## config.mk

```make
export PLATFORM = sky130hd
export DESIGN_NAME = glos_ctrl
export DESIGN_NICKNAME = d
export VERILOG_FILES = /design/src/rtl/core/glos_pkg.sv /design/src/rtl/core/glos_ctrl.sv
export SDC_FILE = /design/constraint.sdc
export NUM_CORES = 1
export LEC_CHECK = 0
export BUFFER_PORTS_ARGS = -buffer_cell sky130_fd_sc_hd__buf_4
export CORE_AREA = 4 4 41 43
export DETAILED_ROUTE_END_ITERATION = 6
export DIE_AREA = 0 0 45 47
export PLACE_DENSITY = 0.43
export SKIP_CTS_REPAIR_TIMING = 1
export SYNTH_ARGS = -nofsm -noshare
export SYNTH_HDL_FRONTEND = slang
export SYNTH_SLANG_ARGS = --single-unit
```

## constraint.sdc

```tcl
create_clock -name clk_i -period 1.8 [get_ports clk_i]
set_input_delay 0.45 -clock clk_i [delete_from_list [all_inputs] [get_ports clk_i]]
set_output_delay 0.45 -clock clk_i [all_outputs]
set_load 0.005 [all_outputs]
```

## src/rtl/core/glos_pkg.sv

```systemverilog
// Package for the grid line-of-sight core: payload structs, state codes and
// the command and status groups between controller and datapath.
// No dependencies.
`timescale 1ns / 1ps

package glos_pkg;

  // Default map size and fixed field widths.
  localparam int unsigned MapWidthDef  = 64;
  localparam int unsigned MapHeightDef = 64;
  localparam int unsigned CoordW       = 6;
  localparam int unsigned RangeW       = 4;
  localparam logic [RangeW-1:0] ViewRangeRst = 4'd6;

  // Kind of an input item.
  typedef enum logic {
    ACT_WRITE = 1'b0,
    ACT_QUERY = 1'b1
  } action_e;

  // One input item.
  typedef struct packed {
    action_e           action;
    logic [CoordW-1:0] from_x;
    logic [CoordW-1:0] from_y;
    logic [CoordW-1:0] to_x;
    logic [CoordW-1:0] to_y;
    logic              cell_blocked;
  } in_item_t;

  // One result item.
  typedef struct packed {
    logic visible;
    logic beyond_range;
  } out_item_t;

  // Controller states.
  typedef enum logic [2:0] {
    ST_CLEAR,
    ST_IDLE,
    ST_SETUP,
    ST_WALK,
    ST_DRAIN,
    ST_RESULT
  } state_e;

  // Commands from the controller to the datapath.
  typedef struct packed {
    logic clr_wr;
    logic take_item;
    logic setup;
    logic walk;
    logic load_result;
  } ctrl_cmd_t;

  // Status from the datapath to the controller.
  typedef struct packed {
    logic clr_last;
    logic need_walk;
    logic walk_last;
  } dp_status_t;

endpackage

```

## src/rtl/core/glos_ctrl.sv

```systemverilog
// Controller state machine for the grid line-of-sight core.
// Depends on glos_pkg for the state, command and status types.
`timescale 1ns / 1ps

module glos_ctrl (
  input  logic                  clk_i,
  input  logic                  rst_ni,
  input  logic                  in_valid_i,
  input  glos_pkg::action_e     in_action_i,
  output logic                  in_stall_o,
  output logic                  out_valid_o,
  input  logic                  out_stall_i,
  input  glos_pkg::dp_status_t  status_i,
  output glos_pkg::ctrl_cmd_t   cmd_o
);
  import glos_pkg::*;

  state_e state_q, state_d;
  logic   out_valid_q, out_valid_d;
  logic   out_free;

  // The result register can take a new value when empty or being drained.
  assign out_free = !out_valid_q || !out_stall_i;

  // Next state.
  always_comb begin
    state_d = state_q;
    case (state_q)
      ST_CLEAR: begin
        if (status_i.clr_last) state_d = ST_IDLE;
      end
      ST_IDLE: begin
        if (in_valid_i && in_action_i == ACT_QUERY) state_d = ST_SETUP;
      end
      ST_SETUP: begin
        state_d = status_i.need_walk ? ST_WALK : ST_RESULT;
      end
      ST_WALK: begin
        if (status_i.walk_last) state_d = ST_DRAIN;
      end
      ST_DRAIN: begin
        state_d = ST_RESULT;
      end
      ST_RESULT: begin
        if (out_free) state_d = ST_IDLE;
      end
      default: begin
        state_d = ST_CLEAR;
      end
    endcase
  end

  // Outputs and datapath commands.
  always_comb begin
    cmd_o      = '0;
    in_stall_o = 1'b1;
    case (state_q)
      ST_CLEAR: begin
        cmd_o.clr_wr = 1'b1;
      end
      ST_IDLE: begin
        in_stall_o      = 1'b0;
        cmd_o.take_item = in_valid_i;
      end
      ST_SETUP: begin
        cmd_o.setup = 1'b1;
      end
      ST_WALK: begin
        cmd_o.walk = 1'b1;
      end
      ST_RESULT: begin
        cmd_o.load_result = out_free;
      end
      default: begin
        cmd_o = '0;
      end
    endcase
  end

  // Result valid flag: set on load, cleared by a transfer.
  always_comb begin
    out_valid_d = out_valid_q;
    if (cmd_o.load_result) begin
      out_valid_d = 1'b1;
    end else if (out_valid_q && !out_stall_i) begin
      out_valid_d = 1'b0;
    end
  end

  always_ff @(posedge clk_i or negedge rst_ni) begin
    if (!rst_ni) begin
      state_q     <= ST_CLEAR;
      out_valid_q <= 1'b0;
    end else begin
      state_q     <= state_d;
      out_valid_q <= out_valid_d;
    end
  end

  assign out_valid_o = out_valid_q;

  // A result is never loaded over one that is still stalled.
  assert property (@(posedge clk_i) disable iff (!rst_ni)
    cmd_o.load_result |-> (!out_valid_q || !out_stall_i))
    else $error("result loaded over a stalled result");

  // A loaded result is offered in the next cycle.
  assert property (@(posedge clk_i) disable iff (!rst_ni)
    cmd_o.load_result |=> out_valid_o)
    else $error("loaded result not offered");

  // An accepted query always starts with setup.
  assert property (@(posedge clk_i) disable iff (!rst_ni)
    (cmd_o.take_item && in_action_i == ACT_QUERY) |=> state_q == ST_SETUP)
    else $error("accepted query did not enter setup");

  // No input is taken while the map is being cleared.
  assert property (@(posedge clk_i) disable iff (!rst_ni)
    state_q == ST_CLEAR |-> in_stall_o && !cmd_o.take_item)
    else $error("input taken during clearing pass");

endmodule

```

# After elaboration in Yosys (flattened, before gate mapping)
# Index checks and enable logic that the tools add are counted.
# word_totals
regBits	4
inputBits	8
output_inout_bits	7
wordCells	33
# op_classes
n_eq_ne	9
n_mux	14
reduce_logical	8
# ops
cell	n
3-bit one-hot mux with 6 select lines	1
3-bit 2-to-1 mux	5
1-bit 2-to-1 mux	8
2-bit inequality test, second input constant	4
3-bit by 2-bit == test with 1-bit output, second input constant	2
3-bit == test, second input constant	2
4-bit AND reduction	1
3-bit by 1-bit == test with 1-bit output, second input constant	1
3-bit logical NOT	1
1-bit logical AND	2
1-bit logical NOT	2
2-bit nonzero test	1
1-bit logical OR	1

# Longest topological paths before layout
# depth
ltp_word	4
depth_mapped	4
ltp_nobuf	3

# Least setup slack after synthesis
# OpenSTA, ideal clock, no wires.
# synth_timing
path_type	reg-to-output
start	register state_q[2]
end	output cmd_o[3] (netlist bit)
arrival_ns	0.991
t_required_ns	1.350
slack_ns	0.359
stages_incl_launch_ff	4
path_buffers	1
cell_sequence	dfrtp_1 -> buf_6 -> or3b_1 -> nor2_2
# synth_lines
element	line_no	rtl
start, declared	glos_ctrl.sv:18	state_e state_q, state_d;
start signal, assigned	glos_ctrl.sv:95	state_q <= state_d;
end, declared	glos_ctrl.sv:14	output glos_pkg::ctrl_cmd_t cmd_o

==> impl_metrics.py <==
metrics = {
    "critical_path": {
        "critPathRequiredTime_ns": 1.35,
        "worstPathCellList": "or3b_4, nor2_2, buf_4",
        "crit_slowest_cell": "dfrtp_1",
        "arrival_ns": 1.28,
        "crit_type": "reg2out",
        "path_max_fanout": 7,
        "cpPeakStageDelay_ns": 0.43,
        "start_kind": "flop",
        "end_kind": "output port",
    },
    "clock_tree": {
        "numCtsBuffers": 3,
        "clk_pin_slew_ns": 0.04,
        "cts_tree": "yes",
        "cts_max_level": 1,
        "clk_latency_ns": 0.24,
        "clk_path_buf_depth": 2,
        "root_buffer": "clkbuf_4",
        "clock_sink_count": 4,
    },
    "synthesis": {
        "seq_area_frac_synth_pct": 33.8,
        "yosys_warnings": 0,
        "syn_nets": 39,
        "syn_inst": 31,
        "syn_avg_cell_area_um2": 9.57,
        "post_synth_instance_area_um2": 297,
        "ys_seq_elements": 4,
        "synthDistinctLibCells": 21,
    },
    "min_path": {
        "hold_path.class": "in2reg",
    },
    "flow_run": {
        "maxCapViolCount": 0,
    },
    "route": {
        "drtIter0Drc": 3,
        "drc": 0,
        "drtAntennaViolNets": 0,
        "topRoutingLayerUsed": "met4",
        "wl_met2_um": 343,
        "viasPerCell": 4.81,
        "routed_wl_um": 729,
        "firstDrtPassIters": 4,
        "routedLengthMet1_um": 291,
        "wire_per_inst_um": 11.6,
        "vias": 303,
        "wl_met3_um": 75,
    },
    "finish": {
        "n_fill_cell": 151,
        "final_net_count": 58,
        "drive_above_1_share_pct": 50.0,
        "final-seq-area_um2": 100,
        "diodes": 0,
        "final_cell_area_um2": 437,
        "multi_input_area_um2": 154,
        "area_delta_synth_final_pct": 47.3,
    },
    "sta": {
        "fin_crit_ns": 1.73,
        "slew_violations": 0,
        "setup_ws_ns": 0.0730,
        "setup_tns_ns": 0,
        "finalCritPeriodShare_pct": 95.9,
        "relSlewSlack_pct": 80.2,
        "fmax_ghz": 0.579,
        "tightestPinTransition_ns": 0.295,
        "finalHoldViolCount": 0,
        "fin_skew_ns": 0.00303,
        "rsz0062_at_grt": "no",
        "finalSetupViolCount": 0,
    },
    "global_route": {
        "antenna_found_initial": 0,
        "grt_pass1_wl_mm": 1.24,
        "grt_max_degree": 11,
        "track_usage_pct": 8.55,
        "gr-total-overflow": 0,
        "grt_pass1_vias": 306,
    },
    "placed_design": {
        "detailedPlace.worstSlack_ns": 0.306,
        "numPortBuffers": 14,
        "placed_cell_area_um2": 402,
        "routabilityCongestion": 0.731,
    },
    "die": {
        "initial_core_util_pct": 22.8,
        "die_area_um2": 2120,
        "rows": 13,
        "dieHeight_um": 47,
        "die_x_um": 45,
        "coreArea_um2": 1300,
        "pin_count": 15,
    },
    "run_status": {
        "status": "finished clean",
    },
    "power_and_ir_drop": {
        "p_leak_nw": 0.210,
        "powerDensity_nw_per_um2": 1620,
        "peakVddDrop_mv": 0.613,
    },
}
[stage by stage]
step           instances  hold WS, ns  total power [mW]  util, %
6_report              63        0.427             0.707     33.6
5_1_grt               63        0.452             0.780     33.6
4_1_cts               62     -0.00196             0.701     32.6
2_1_floorplan         31        0.154             0.450        -
3_3_place_gp          59        0.249             0.580     30.9
3_5_place_dp          59        0.250             0.583     30.9
[cells in the mapped netlist]
cell / instances / area share, %
buf_4: 1 / 2.5
nor2_1: 2 / 2.5
nor2_2: 1 / 2.1
a32o_1: 1 / 3.4
dfrtp_1: 4 / 34
or2b_1: 1 / 2.5
a32oi_1: 1 / 3.0
a221oi_2: 1 / 5.1
nand2_1: 2 / 2.5
nor3_1: 1 / 1.7
or3b_1: 1 / 3.0
inv_1: 1 / 1.3
a311oi_1: 1 / 3.0
nor4_1: 1 / 2.1
a21oi_1: 3 / 5.1
buf_6: 3 / 11
and3b_2: 1 / 3.4
nand3b_1: 2 / 5.1
and2b_1: 1 / 2.5
nor3b_1: 1 / 2.5
o21ai_1: 1 / 1.7
[power breakdown]
group / switching [mW] / total (mW) / internal (mW)
combinational: 0.183 / 0.425 / 0.243
clock: 0.0370 / 0.112 / 0.0746
sequential: 0.0374 / 0.170 / 0.133
total: 0.257 / 0.707 / 0.450
[logic make-up after synthesis]
logic type             count (synthesis)  share of synthesized area [%]
and+or+nand+nor                       14                           30.0
AOI/OAI and AO/OA                      8                           21.1
buffers and inverters                  5                           15.2
DFF                                    4                           33.8
[registers in the layout, indices dropped and copies added, names as in the netlist]
signal and count:
state_q 3, out_valid_o 1
[path summary, 6_finish.rpt]
path / startpoint / endpoint / slack, ns / cells past startpoint
worst max-delay path: state_q[1] / cmd_o[3] / 0.07 / 3
max in group asynchronous: rst_ni / state_q[1] / 1.15 / 2
worst max register to register: state_q[1] / state_q[0] / 0.58 / 4
worst min-delay path: out_stall_i / out_valid_o / 0.43 / 3
min in group asynchronous: rst_ni / out_valid_o / 0.55 / 2
worst min register to register: out_valid_o / out_valid_o / 0.52 / 2
[per-layer routing]
layer	vias to the layer above	global-route usage, %
met3	2	4.60
met5	-	0
met1	135	9.61
met4	0	7.02
li1	146	-
met2	20	11.9
[cells in the final DEF, fill, tap and decap left out]
| cell type | Yosys | routed |
|---|---|---|
| a21oi_1 | 3 | 3 |
| a221oi_2 | 1 | 1 |
| a311oi_1 | 1 | 1 |
| a32o_1 | 1 | 1 |
| a32oi_1 | 1 | 1 |
| and2b_1 | 1 | 1 |
| and3b_2 | 1 | 1 |
| buf_4 | 1 | 17 |
| clkbuf_4 | 0 | 3 |
| dfrtp_1 | 4 | 4 |
| dlygate4sd3_1 | 0 | 1 |
| inv_1 | 1 | 1 |
| nand2_1 | 2 | 2 |
| nand3b_1 | 2 | 2 |
| nor2_1 | 2 | 2 |
| nor2_2 | 1 | 1 |
| nor3_1 | 1 | 1 |
| nor3b_1 | 1 | 1 |
| nor4_1 | 1 | 1 |
| o21ai_1 | 1 | 1 |
| or2b_1 | 1 | 1 |
| or3b_4 | 0 | 1 |
[area by class of cell]
type	instances	share of cell area [%]
multi-input combinational	22	35.2
tap	15	4.30
inverter	1	0.860
timing repair buffer	18	31.5
sequential	4	22.9
clock buffer	3	5.16
[critical path, delay by kind of cell (launching register included)]
family        cells  cell delay, ns
buf+inv           1            0.11
flops             1            0.43
simple gates      2            0.51
Note: power is estimated with default switching activity, not from simulation.
